File: src/hdl/hbd_pkg.sv
// Shared types, codes and constants of the slew-limited H-bridge PWM drive.
package hbd_pkg;

  // Input mode codes (any other mode, or enable low, coasts)
  localparam logic [1:0] MODE_RUN   = 2'd0;
  localparam logic [1:0] MODE_BRAKE = 2'd1;

  // Configuration register indexes
  localparam logic [2:0] CFG_MAX_DUTY   = 3'd0;
  localparam logic [2:0] CFG_DEADBAND   = 3'd1;
  localparam logic [2:0] CFG_SLEW       = 3'd2;
  localparam logic [2:0] CFG_PWM_FULL   = 3'd3;
  localparam logic [2:0] CFG_A_IS_LEFT  = 3'd4;
  localparam logic [2:0] CFG_INV_LEFT   = 3'd5;
  localparam logic [2:0] CFG_INV_RIGHT  = 3'd6;

  // Exact floor(x / 1000) for x < 2^31: (x * RECIP_MUL) >> RECIP_SHIFT
  localparam logic [31:0] RECIP_MUL   = 32'd2199023256;
  localparam int          RECIP_SHIFT = 41;
  localparam logic [15:0] STEP_MAX    = 16'hFFFF;

  // Sequencer states
  typedef enum logic [2:0] {
    ST_IDLE,
    ST_MUL_SLEW,
    ST_MUL_RECIP,
    ST_SLEW,
    ST_TICK_L,
    ST_TICK_R,
    ST_DONE
  } seq_state_t;

  // Operand selection for the shared multiplier
  typedef enum logic [1:0] {
    MOP_SLEW,
    MOP_RECIP,
    MOP_TICK
  } mul_op_t;

  // Control from the sequencer to the datapath
  typedef struct packed {
    logic    in_ready;
    logic    capture;
    logic    mul_en;
    mul_op_t mul_op;
    logic    slew_upd;
    logic    side_right;
    logic    cap_left;
    logic    cap_right;
    logic    out_load;
  } seq_ctl_t;

  // One side after clamp, inversion and deadband
  typedef struct packed {
    logic        pos;
    logic        neg;
    logic [14:0] mag;
  } side_drv_t;

  // Move cur toward tgt by at most step
  function automatic logic signed [15:0] slew_toward(input logic signed [15:0] cur,
                                                     input logic signed [15:0] tgt,
                                                     input logic [15:0]        step);
    logic signed [17:0] err;
    logic signed [17:0] stp;
    logic signed [17:0] res;
    err = 18'(tgt) - 18'(cur);
    stp = $signed({2'b00, step});
    if (err > stp) begin
      res = 18'(cur) + stp;
    end else if (err < -stp) begin
      res = 18'(cur) - stp;
    end else begin
      res = 18'(tgt);
    end
    return $signed(res[15:0]);
  endfunction

endpackage

File: src/hdl/hbd_mul.sv
// Shared 32x32 multiplier with a registered product.
module hbd_mul
  import hbd_pkg::*;
(
  input  logic        clk,
  input  logic        en,
  input  logic [31:0] a,
  input  logic [31:0] b,
  output logic [63:0] p_r
);

  logic [63:0] p_nxt;

  // Form the full product
  assign p_nxt = 64'(a) * 64'(b);

  // Hold the product until the next enabled cycle
  always_ff @(posedge clk) begin
    if (en) begin
      p_r <= p_nxt;
    end
  end

endmodule

File: src/hdl/hbd_side.sv
// Per-side duty conditioning: clamp, inversion, deadband and sign split.
module hbd_side
  import hbd_pkg::*;
(
  input  logic signed [15:0] duty,
  input  logic               inv,
  input  logic [14:0]        max_duty,
  input  logic [14:0]        deadband,
  output side_drv_t          drv
);

  logic signed [15:0] lim;
  logic signed [15:0] clamped;
  logic signed [15:0] oriented;
  logic [15:0]        abs_duty;
  logic               in_band;

  always_comb begin
    lim = $signed({1'b0, max_duty});
    // Clamp to +-max_duty
    if (duty > lim) begin
      clamped = lim;
    end else if (duty < -lim) begin
      clamped = -lim;
    end else begin
      clamped = duty;
    end
    // Flip for chassis wiring
    oriented = inv ? -clamped : clamped;
    abs_duty = oriented[15] ? 16'(-oriented) : 16'(oriented);
    // Drop magnitudes inside the deadband
    in_band  = abs_duty[14:0] < deadband;
    drv.pos  = !in_band && !oriented[15] && (oriented != 16'sd0);
    drv.neg  = !in_band && oriented[15];
    drv.mag  = in_band ? 15'd0 : abs_duty[14:0];
  end

endmodule

File: src/hdl/hbd_seq.sv
// Sequencer that steps one control item through the shared multiplier.
module hbd_seq
  import hbd_pkg::*;
(
  input  logic     clk,
  input  logic     rst_n,
  input  logic     in_valid,
  input  logic     run,
  input  logic     out_free,
  output seq_ctl_t ctl
);

  seq_state_t state_r;
  seq_state_t state_nxt;

  // Advance state
  always_ff @(posedge clk) begin
    if (!rst_n) begin
      state_r <= ST_IDLE;
    end else begin
      state_r <= state_nxt;
    end
  end

  // Next state
  always_comb begin
    state_nxt = state_r;
    case (state_r)
      ST_IDLE: begin
        if (in_valid) begin
          state_nxt = run ? ST_MUL_SLEW : ST_DONE;
        end
      end
      ST_MUL_SLEW:  state_nxt = ST_MUL_RECIP;
      ST_MUL_RECIP: state_nxt = ST_SLEW;
      ST_SLEW:      state_nxt = ST_TICK_L;
      ST_TICK_L:    state_nxt = ST_TICK_R;
      ST_TICK_R:    state_nxt = ST_DONE;
      ST_DONE: begin
        if (out_free) begin
          state_nxt = ST_IDLE;
        end
      end
      default:      state_nxt = ST_IDLE;
    endcase
  end

  // Control outputs
  always_comb begin
    ctl = '0;
    ctl.mul_op = MOP_SLEW;
    case (state_r)
      ST_IDLE: begin
        ctl.in_ready = 1'b1;
        ctl.capture  = in_valid;
      end
      ST_MUL_SLEW: begin
        ctl.mul_en = 1'b1;
        ctl.mul_op = MOP_SLEW;
      end
      ST_MUL_RECIP: begin
        ctl.mul_en = 1'b1;
        ctl.mul_op = MOP_RECIP;
      end
      ST_SLEW: begin
        ctl.slew_upd = 1'b1;
      end
      ST_TICK_L: begin
        ctl.mul_en   = 1'b1;
        ctl.mul_op   = MOP_TICK;
        ctl.cap_left = 1'b1;
      end
      ST_TICK_R: begin
        ctl.mul_en     = 1'b1;
        ctl.mul_op     = MOP_TICK;
        ctl.side_right = 1'b1;
        ctl.cap_right  = 1'b1;
      end
      ST_DONE: begin
        ctl.out_load = out_free;
      end
      default: begin
        ctl.in_ready = 1'b0;
      end
    endcase
  end

endmodule

File: src/hdl/slew_limited_hbridge_pwm_drive_unit.sv
// Slew-limited sign-magnitude H-bridge PWM drive for two motors (top level).
//
// One control item yields one result item. A run item passes through the
// states MUL_SLEW, MUL_RECIP, SLEW, TICK_L, TICK_R and DONE before the next
// item can be taken; a brake or coast item passes through DONE only, and DONE
// waits for a free output register. The run steps are set by the single
// shared 32x32 multiplier, which forms in turn slew*elapsed, the division by
// 1000 as a reciprocal product, and the left and right tick products. Input
// is taken only while the sequencer is idle; a finished result waits in the
// output register and does not block the next item from being taken.
// Configuration writes are always accepted and are meant for idle periods.
module slew_limited_hbridge_pwm_drive_unit
  import hbd_pkg::*;
#(
  parameter int DUTY_FRAC_BITS = 15
) (
  input  logic        clk,
  input  logic        rst_n,
  // Control items
  input  logic        in_tvalid,
  output logic        in_tready,
  input  logic [47:0] in_tdata,   // target_left, target_right, elapsed_us
  input  logic [2:0]  in_tuser,   // mode[1:0], enable[2]
  // Result items
  output logic        out_tvalid,
  input  logic        out_tready,
  output logic [95:0] out_tdata,  // chip_a_in1, chip_a_in2, chip_b_in1, chip_b_in2,
                                  // applied_left_out, applied_right_out
  output logic [0:0]  out_tuser,  // bridge_enable
  // Register writes
  input  logic        cfg_valid,
  output logic        cfg_ready,
  input  logic [2:0]  cfg_index,
  input  logic [15:0] cfg_data
);

  localparam logic [15:0] FULL_MAG = 16'(32'd1 << DUTY_FRAC_BITS);

  // Configuration registers
  logic [14:0] max_duty_r;
  logic [14:0] deadband_r;
  logic [14:0] slew_r;
  logic [15:0] pwm_full_r;
  logic        a_is_left_r;
  logic        inv_left_r;
  logic        inv_right_r;

  // Item registers
  logic signed [15:0] tgt_left_r;
  logic signed [15:0] tgt_right_r;
  logic [15:0]        elapsed_r;
  logic               en_r;
  logic               run_r;
  logic               brake_r;
  logic signed [15:0] app_left_r;
  logic signed [15:0] app_right_r;

  // Intermediate side results
  logic        l_pos_r;
  logic        l_neg_r;
  logic [15:0] l_ticks_r;
  logic        r_pos_r;
  logic        r_neg_r;

  // Output register
  logic        out_valid_r;
  logic [15:0] a1_r, a2_r, b1_r, b2_r;
  logic        out_en_r;
  logic [15:0] out_app_l_r;
  logic [15:0] out_app_r_r;

  seq_ctl_t           ctl;
  logic               in_run;
  logic               out_free;
  logic [31:0]        mul_a;
  logic [31:0]        mul_b;
  logic [63:0]        prod;
  logic [63-RECIP_SHIFT:0] quot;
  logic [15:0]        step;
  logic signed [15:0] side_duty;
  logic               side_inv;
  side_drv_t          drv;
  logic [15:0]        mag_ext;
  logic [15:0]        mag_c;
  logic [15:0]        ticks;
  logic [15:0]        l1, l2, r1, r2;

  assign in_run    = in_tuser[2] && (in_tuser[1:0] == MODE_RUN);
  assign out_free  = !out_valid_r || out_tready;
  assign in_tready = ctl.in_ready;
  assign cfg_ready = 1'b1;

  hbd_seq u_seq (
    .clk      (clk),
    .rst_n    (rst_n),
    .in_valid (in_tvalid),
    .run      (in_run),
    .out_free (out_free),
    .ctl      (ctl)
  );

  // Select multiplier operands
  always_comb begin
    case (ctl.mul_op)
      MOP_SLEW: begin
        mul_a = {17'd0, slew_r};
        mul_b = {16'd0, elapsed_r};
      end
      MOP_RECIP: begin
        mul_a = {1'b0, prod[30:0]};
        mul_b = RECIP_MUL;
      end
      MOP_TICK: begin
        mul_a = {16'd0, mag_c};
        mul_b = {16'd0, pwm_full_r};
      end
      default: begin
        mul_a = '0;
        mul_b = '0;
      end
    endcase
  end

  hbd_mul u_mul (
    .clk (clk),
    .en  (ctl.mul_en),
    .a   (mul_a),
    .b   (mul_b),
    .p_r (prod)
  );

  // Saturate the slew step
  assign quot = prod[63:RECIP_SHIFT];
  assign step = (quot > (64-RECIP_SHIFT)'(STEP_MAX)) ? STEP_MAX : quot[15:0];

  // Condition the side being converted
  assign side_duty = ctl.side_right ? app_right_r : app_left_r;
  assign side_inv  = ctl.side_right ? inv_right_r : inv_left_r;

  hbd_side u_side (
    .duty     (side_duty),
    .inv      (side_inv),
    .max_duty (max_duty_r),
    .deadband (deadband_r),
    .drv      (drv)
  );

  // Limit magnitude to full scale, take ticks from the product
  assign mag_ext = {1'b0, drv.mag};
  assign mag_c   = (mag_ext > FULL_MAG) ? FULL_MAG : mag_ext;
  assign ticks   = prod[DUTY_FRAC_BITS +: 16];

  assign l1 = l_pos_r ? l_ticks_r : 16'd0;
  assign l2 = l_neg_r ? l_ticks_r : 16'd0;
  assign r1 = r_pos_r ? ticks : 16'd0;
  assign r2 = r_neg_r ? ticks : 16'd0;

  // Write configuration registers
  always_ff @(posedge clk) begin
    if (!rst_n) begin
      max_duty_r  <= 15'h7FFF;
      deadband_r  <= 15'd0;
      slew_r      <= 15'h7FFF;
      pwm_full_r  <= 16'd255;
      a_is_left_r <= 1'b1;
      inv_left_r  <= 1'b0;
      inv_right_r <= 1'b0;
    end else if (cfg_valid && cfg_ready) begin
      case (cfg_index)
        CFG_MAX_DUTY:  max_duty_r  <= cfg_data[14:0];
        CFG_DEADBAND:  deadband_r  <= cfg_data[14:0];
        CFG_SLEW:      slew_r      <= cfg_data[14:0];
        CFG_PWM_FULL:  pwm_full_r  <= cfg_data;
        CFG_A_IS_LEFT: a_is_left_r <= cfg_data[0];
        CFG_INV_LEFT:  inv_left_r  <= cfg_data[0];
        CFG_INV_RIGHT: inv_right_r <= cfg_data[0];
        default:       max_duty_r  <= max_duty_r;
      endcase
    end
  end

  // Track applied duties and item flags
  always_ff @(posedge clk) begin
    if (!rst_n) begin
      app_left_r  <= 16'sd0;
      app_right_r <= 16'sd0;
      run_r       <= 1'b0;
      brake_r     <= 1'b0;
      en_r        <= 1'b0;
    end else if (ctl.capture) begin
      run_r   <= in_run;
      brake_r <= in_tuser[2] && (in_tuser[1:0] == MODE_BRAKE);
      en_r    <= in_tuser[2];
      if (!in_run) begin
        app_left_r  <= 16'sd0;
        app_right_r <= 16'sd0;
      end
    end else if (ctl.slew_upd) begin
      app_left_r  <= slew_toward(app_left_r, tgt_left_r, step);
      app_right_r <= slew_toward(app_right_r, tgt_right_r, step);
    end
  end

  // Capture item payload
  always_ff @(posedge clk) begin
    if (ctl.capture) begin
      tgt_left_r  <= $signed(in_tdata[15:0]);
      tgt_right_r <= $signed(in_tdata[31:16]);
      elapsed_r   <= in_tdata[47:32];
    end
  end

  // Hold side signs and left ticks
  always_ff @(posedge clk) begin
    if (ctl.cap_left) begin
      l_pos_r <= drv.pos;
      l_neg_r <= drv.neg;
    end
    if (ctl.cap_right) begin
      l_ticks_r <= ticks;
      r_pos_r   <= drv.pos;
      r_neg_r   <= drv.neg;
    end
  end

  // Output valid
  always_ff @(posedge clk) begin
    if (!rst_n) begin
      out_valid_r <= 1'b0;
    end else if (ctl.out_load) begin
      out_valid_r <= 1'b1;
    end else if (out_tready) begin
      out_valid_r <= 1'b0;
    end
  end

  // Load the result item
  always_ff @(posedge clk) begin
    if (ctl.out_load) begin
      out_en_r    <= en_r;
      out_app_l_r <= app_left_r;
      out_app_r_r <= app_right_r;
      if (run_r) begin
        a1_r <= a_is_left_r ? l1 : r1;
        a2_r <= a_is_left_r ? l2 : r2;
        b1_r <= a_is_left_r ? r1 : l1;
        b2_r <= a_is_left_r ? r2 : l2;
      end else if (brake_r) begin
        a1_r <= pwm_full_r;
        a2_r <= pwm_full_r;
        b1_r <= pwm_full_r;
        b2_r <= pwm_full_r;
      end else begin
        a1_r <= 16'd0;
        a2_r <= 16'd0;
        b1_r <= 16'd0;
        b2_r <= 16'd0;
      end
    end
  end

  assign out_tvalid = out_valid_r;
  assign out_tdata  = {out_app_r_r, out_app_l_r, b2_r, b1_r, a2_r, a1_r};
  assign out_tuser  = out_en_r;

endmodule

File: config.mk
export PLATFORM = sky130hd
export DESIGN_NAME = slew_limited_hbridge_pwm_drive_unit
export DESIGN_NICKNAME = d
export VERILOG_FILES = /design/src/hdl/hbd_pkg.sv /design/src/hdl/hbd_mul.sv /design/src/hdl/hbd_side.sv /design/src/hdl/hbd_seq.sv /design/src/hdl/slew_limited_hbridge_pwm_drive_unit.sv
export SDC_FILE = /design/constraint.sdc
export NUM_CORES = 2
export LEC_CHECK = 0
export ABC_AREA = 1
export BUFFER_PORTS_ARGS = -buffer_cell sky130_fd_sc_hd__clkbuf_2
export CAP_MARGIN = 10
export CORE_MARGIN = 2
export CORE_UTILIZATION = 35
export CTS_CLUSTER_DIAMETER = 30
export CTS_CLUSTER_SIZE = 20
export DETAILED_ROUTE_END_ITERATION = 10
export GPL_TIMING_DRIVEN = 0
export RECOVER_POWER = 50
export SLEW_MARGIN = 30
export SYNTH_ARGS = -nofsm -noshare
export SYNTH_HDL_FRONTEND = slang
export SYNTH_SLANG_ARGS = --single-unit
File: constraint.sdc
create_clock -name clk -period 14.3 [get_ports clk]
set_input_delay 1.43 -clock clk [delete_from_list [all_inputs] [get_ports clk]]
set_output_delay 1.43 -clock clk [all_outputs]
set_load 0.01 [all_outputs]
* After elaboration in Yosys (flattened, before gate mapping)
Index checks and enable logic that the tools add are counted.
Storage, ports and cells: bits in registers 332, word-level logic and storage cells 140
Cells by class: add/sub/neg operators 10, multipliers 1, $lt $le $gt $ge 9, equal/unequal tests 18, muxes and demuxes 46, reduce and logical (&&, ||, !) cells 26
Operators with widths (count):
- 16-bit two-way mux | 28
- 32-bit one-hot mux with 3 select lines | 1
- 31-bit one-hot mux with 3 select lines | 1
- 31-bit by 32-bit multiplier with 63-bit output | 1
- 17-bit by 18-bit < comparator with 1-bit output | 2
- 17-bit greater-than comparator | 2
- 16-bit by 16-bit subtractor with 17-bit output | 2
- 16-bit adder | 2
- 16-bit subtractor | 2
- 15-bit two-way mux | 2
- 23-bit by 16-bit greater-than comparator with 1-bit output (second input constant) | 1
- 3-bit one-hot mux with 7 select lines | 1
- 3-bit == test (second input constant) | 6
- 16-bit negation with 18-bit output | 1
- 2-bit AND reduction | 9
- 15-bit by 16-bit greater-than comparator with 1-bit output (second input constant) | 1
- 16-bit greater-than comparator | 1
- 16-bit < comparator | 1
- 15-bit negation with 16-bit output | 1
- 16-bit negation | 1
- 16-bit nonzero test | 1
- 15-bit < comparator | 1
- 15-bit negation | 1
- 3-bit by 2-bit == test with 1-bit output (second input constant) | 4
- 15 further kinds | 37

* Longest topological paths before layout
depth after elaboration 16, mapped depth 81

* Cells and area by module
From an unflattened synthesis, not the netlist that was laid out.
Unflattened totals: cell total of the unflattened synthesis 8061, area total of the unflattened synthesis 59510.8 um^2
By module, submodules not included:
- hbd_mul | times used 1, cells an instance 5025, area an instance 38145.3 um^2
- slew_limited_hbridge_pwm_drive_unit | times used 1, cells an instance 2445, area an instance 18167.4 um^2
- hbd_side | times used 1, cells an instance 550, area an instance 2964.1 um^2
- hbd_seq | times used 1, cells an instance 41, area an instance 234.0 um^2

* Worst setup path after synthesis
No wires, ideal clock.
path type flip-flop to flip-flop, from register max_duty_r[0], to register u_mul.p_r[59] (data pin), arrival time 11933 ps, slack 2102 ps, stages on the path, launching flop included 77, path buffers 1, period minus slack after synthesis 12198 ps, path through dfxtp_1 > inv_1 > ha_1 > nand2_1 > nor2_4 > nand4_1 > o31ai_1 > o21ai_0 > ha_1 > nand2_1 > inv_1 > nand3_1 > nor2_1 > nand4_1 > nor2_2 > nor2_4 > nand2_2 > nand2_2 > (+41 left out) > fa_1 > inv_1 > fa_1 > inv_1 > ha_1 > nand2_1 > nor2_1 > nand2_1 > o211ai_1 > a21boi_0 > o21ai_0 > a21boi_0 > o21bai_1 > a21boi_0 > o21ai_0 > a21oi_1 > o21ai_0 > xor2_1
On the way: cells in the longest elaborated chain, start to end 14, elaborated cells on any way between the ends 15
RTL lines:
- from (decl) | line slew_limited_hbridge_pwm_drive_unit.sv:40 | logic [14:0] max_duty_r;
- from (signal assigned) | line slew_limited_hbridge_pwm_drive_unit.sv:170 | CFG_MAX_DUTY: max_duty_r <= cfg_data[14:0];
- from (signal assigned) | line slew_limited_hbridge_pwm_drive_unit.sv:177 | default: max_duty_r <= max_duty_r;
- 15-bit negation with 16-bit output | line hbd_side.sv:23, hbd_side.sv:24
- 16-bit < comparator | line hbd_side.sv:23 | end else if (duty < -lim) begin
- 16-bit two-way mux | line hbd_side.sv:23
- 16-bit two-way mux * | line hbd_side.sv:21 | if (duty > lim) begin
- 16-bit negation | line hbd_side.sv:29 | oriented = inv ? -clamped : clamped;
- 16-bit two-way mux * | line hbd_side.sv:29
- 15-bit negation | line hbd_side.sv:30 | abs_duty = oriented[15] ? 16'(-oriented) : 16'(oriented);
- 15-bit two-way mux * | line hbd_side.sv:30
- 15-bit < comparator | line hbd_side.sv:32 | in_band = abs_duty[14:0] < deadband;
- 15-bit two-way mux * | line hbd_side.sv:35 | drv.mag = in_band ? 15'd0 : abs_duty[14:0];
- 15-bit by 16-bit greater-than comparator with 1-bit output | line slew_limited_hbridge_pwm_drive_unit.sv:150 | assign mag_c = (mag_ext > FULL_MAG) ? FULL_MAG : mag_ext;
- 16-bit two-way mux * | line slew_limited_hbridge_pwm_drive_unit.sv:150
- 31-bit one-hot mux with 3 select lines * | line slew_limited_hbridge_pwm_drive_unit.sv:104 | case (ctl.mul_op)
- 31-bit by 32-bit multiplier with 63-bit output * | line hbd_mul.sv:15 | assign p_nxt = 64'(a) * 64'(b);
- net u_mul.p_nxt[59] | line hbd_mul.sv:12 | logic [63:0] p_nxt;
- to (signal assigned) | line hbd_mul.sv:20 | p_r <= p_nxt;
- to (decl) | line hbd_mul.sv:9 | output logic [63:0] p_r
The timed path passes the listed nets; every way through them passes the cells marked *. A chain may end at the register's enable or synchronous reset.

* Final worst setup path
from register u_seq.state_r[0], to register u_mul.p_r[60] (data pin)
On the way: cells in the longest elaborated chain, start to end 16, elaborated cells on any way between the ends 27
RTL lines:
- from (decl) | line hbd_seq.sv:13 | seq_state_t state_r;
- from (signal assigned) | line hbd_seq.sv:21 | state_r <= state_nxt;
- 3-bit == test | line hbd_seq.sv:52 | case (state_r)
- 1-bit two-way mux | line hbd_seq.sv:52
- 16-bit two-way mux | line slew_limited_hbridge_pwm_drive_unit.sv:137 | assign side_duty = ctl.side_right ? app_right_r : app_left_r;
- 16-bit < comparator | line hbd_side.sv:23
- 16-bit two-way mux | line hbd_side.sv:23
- 16-bit two-way mux | line hbd_side.sv:21
- 16-bit negation | line hbd_side.sv:29
- 16-bit two-way mux | line hbd_side.sv:29
- 15-bit negation | line hbd_side.sv:30
- 15-bit two-way mux | line hbd_side.sv:30
- 15-bit < comparator | line hbd_side.sv:32
- 15-bit two-way mux | line hbd_side.sv:35
- 15-bit by 16-bit greater-than comparator with 1-bit output | line slew_limited_hbridge_pwm_drive_unit.sv:150
- 16-bit two-way mux | line slew_limited_hbridge_pwm_drive_unit.sv:150
- 31-bit one-hot mux with 3 select lines | line slew_limited_hbridge_pwm_drive_unit.sv:104
- 31-bit by 32-bit multiplier with 63-bit output * | line hbd_mul.sv:15
- net u_mul.p_nxt[60] | line hbd_mul.sv:12
Marked as above.

==> metrics.md <==
| Metric | Value |
|---|---|
| Post-synthesis area per instance | 8.63 um2 |
| Synth warn | 0 |
| Total CTS buffers | 55 |
| Port Buf Inserts | 172 |
| Total global routing overflow | 0 |
| R2R Path End | u_mul.p_r[60]$_DFFE_PP_ |
| Sequential-to-total area share from yosys stat | 20.4% |
| Post-synth top area cell | fa_1 |
| Vias in the first global route | 34,900 |
| Layout area overhead | 14.0% |
| Via-per-instance ratio | 4.96 |
| CP Class | reg2reg |
| Worst r2r path cells | 70 |
| First-pass GRT wire length | 202,000 um |
| Worst flop-to-flop path startpoint | u_seq.state_r[0]$_SDFFE_PN0P_ |
| Hold Crit Class | reg2reg |
| Initial antenna violation count | 4 |
| Drt first pass iters | 8 |
| FMAX | 0.0742 GHz |
| Fraction of layout cells with a size suffix above 1 | 8.10% |
| Largest net degree at the start of global routing | 38 |
| Clock Latency Late Sink | 0.63 ns |
| R2R Setup Slk | 0.82 ns |
| Crit path to | u_mul.p_r[60]$_DFFE_PP_ |
| Post-route cell area | 48,000 um2 |
| Clock transition at the registers of the reported paths | 0.05 ns |
| Most frequent cells after synthesis | inv_1, nand2_1, ha_1 |
| Clock period minus worst slack | 13.48 ns |
| Core ar. | 120,000 um2 |
| Final core utilization | 40.1% |
| Slowest-stage cell, CP | o21ai_0 |
| Gpl congestion | 0.999 |
| Synth Instances | 4,876 |
| Max_cap viols | 1 |
| Max Slew Vio Count | 35 |
| Top reg by flops | u_mul.p_r |
| Multi-input logic area | 29,900 um2 |
| Routed len/inst | 18.8 um |
| Placed cell count | 6,812 |
| GRT Total Usage | 21.4% |
| Arrival time worst endpoint | 13.84 ns |
| Initial Util | 35.2% |
| Die width | 351 um |
| Async S/R FF share, synth | 0% |
| Maximum fanout along the worst path | 10 |
| Via count | 34,400 |
| CTS sink cnt | 321 |
| Non-filler instance count after layout | 6,932 |
| Worst EP required | 14.66 ns |
| Crit path largest cell delay | 0.58 ns |
| Diode count | 0 |
| H-tree level count | 2 |
| Outcome | complete, but fails checks |
| Final net count | 6,441 |
| Clk buf depth | 3 |
| DP Wirelength | 111,000 um |
| Setup tns final | 0 ns |
| Most common flop cell mapped by yosys | edfxtp_1 |
| CP Launch Type | flop |
| Synth top area share | 25.5% |
| Yosys reg bits | 321 |
| Max FFs per register | 53 |
| Critical path origin | u_seq.state_r[0]$_SDFFE_PN0P_ |
| # fillers | 12,100 |
| TritonCTS clock tree | built |
| Cell Area, Synth | 42,100 um2 |
| Final setup skew | 0.0462 ns |
| CP dominant cell by count | nand2_1 |
| Worst Tran Pin Value | 2.11 ns |
| Worst rel slew slack | -40.8% |
| Critical Path End Type | flop |
| Hold Vio Cnt, Final | 0 |
| Post-synth EDFFs | 218 |
| # setup viols final | 0 |
| Boundary Pins | 175 |
| Final wirelength | 131,000 um |
| Most area-consuming cells after synthesis | fa_1, ha_1, edfxtp_1 |
| ANT nets after route | 0 |
| Unique masters post-synth | 58 |
| Register area | 8610 um2 |
| Placed cell area | 45,700 um2 |
| DRC viols | 0 |
| Die Footprint | 123,000 um2 |
| CTS hold repair buffers | 0 |
| Clock root buffer | clkbuf_16 |
| First DRT Iteration DRCs | 2,518 |
| Die height | 351 um |
| Part of the cycle the worst path needs | 94.3% |
| Failing checks | capacitance limit, slew limit |
| Count leader, synth | inv_1 |
| # rows | 127 |
## how the worst min path moves through the flow
stage / cells past startpoint / start / endpoint
after global placement: 0 / en_r$_SDFFE_PN0P_ / out_tuser$_DFFE_PP_
after detailed placement: 0 / en_r$_SDFFE_PN0P_ / out_tuser$_DFFE_PP_
after global routing: 0 / en_r$_SDFFE_PN0P_ / out_tuser$_DFFE_PP_
after CTS: 0 / en_r$_SDFFE_PN0P_ / out_tuser$_DFFE_PP_
final: 0 / en_r$_SDFFE_PN0P_ / out_tuser$_DFFE_PP_
after floorplan: 0 / en_r$_SDFFE_PN0P_ / out_tuser$_DFFE_PP_
## repair_timing
item	CTS	global route
buffers inserted	0	18
setup endpoints to repair	19	29
gates cloned	0	0
gates resized for setup	14	75
pin swaps	1	26
## worst max-delay path, delay by kind of cell, from the launching register on
| family | cells | cell delay [ns] |
|---|---|---|
| buffers and inverters | 13 | 1.51 |
| DFF | 1 | 0.30 |
| and+or+nand+nor | 31 | 3.86 |
| AOI/OAI and AO/OA | 13 | 2.51 |
| adders and majority gates | 12 | 4.86 |
| xor gates and xnor gates | 1 | 0.16 |
## cells by family after synthesis
logic type	after synthesis	share of synthesized area (%)
simple gates	1393	13.6
buf+inv	1138	10.4
fa+ha+maj	1091	42.0
compound gates	784	10.4
flops	321	20.4
xor+xnor	147	3.11
other cells	2	0.0178
## routing by layer
| layer | GRT usage [%] | wire length (um) | part of all wire (%) |
|---|---|---|---|
| met4 | 7.18 | 4870 | 3.7 |
| met5 | 0 | 27 | 0.021 |
| met1 | 28.3 | 56600 | 43 |
| met2 | 36.3 | 61500 | 47 |
| met3 | 2.33 | 7590 | 5.8 |
## layout by cell type, fill, tap and decap left out, types with 32 or more instances in the layout
master / count
a21oi_1: 374
a31oi_1: 32
buf_4: 37
clkbuf_1: 123
clkbuf_16: 56
clkbuf_2: 158
conb_1: 129
dfxtp_1: 103
edfxtp_1: 218
fa_1: 536
ha_1: 549
inv_1: 989
nand2_1: 832
nand3_1: 157
nor2_1: 288
o211ai_1: 36
o21ai_0: 193
xor2_1: 116
## stage by stage
| step | setup WS, ns | hold WS (ns) |
|---|---|---|
| after floorplan | 2.10 | 0.403 |
| after global placement | -2.09 | 0.415 |
| after detailed placement | -0.712 | 0.421 |
| after CTS | 0.0365 | 0.434 |
| after global routing | -0.0206 | 0.453 |
| final | 0.816 | 0.432 |
## final cells by class
type                    instances  share of cell area [%]
inverters                    1013                    7.93
well taps                    1612                    4.20
repair buffers                215                    2.33
plain buffers                 125                    1.20
flip-flops and latches        321                    17.9
clock buffers                  58                    2.94
multi-input cells            3544                    62.3
clock inverters                44                    1.15
Power is not shown: default switching activity piles up to over one toggle a cycle in this logic, so the estimate is an artifact.
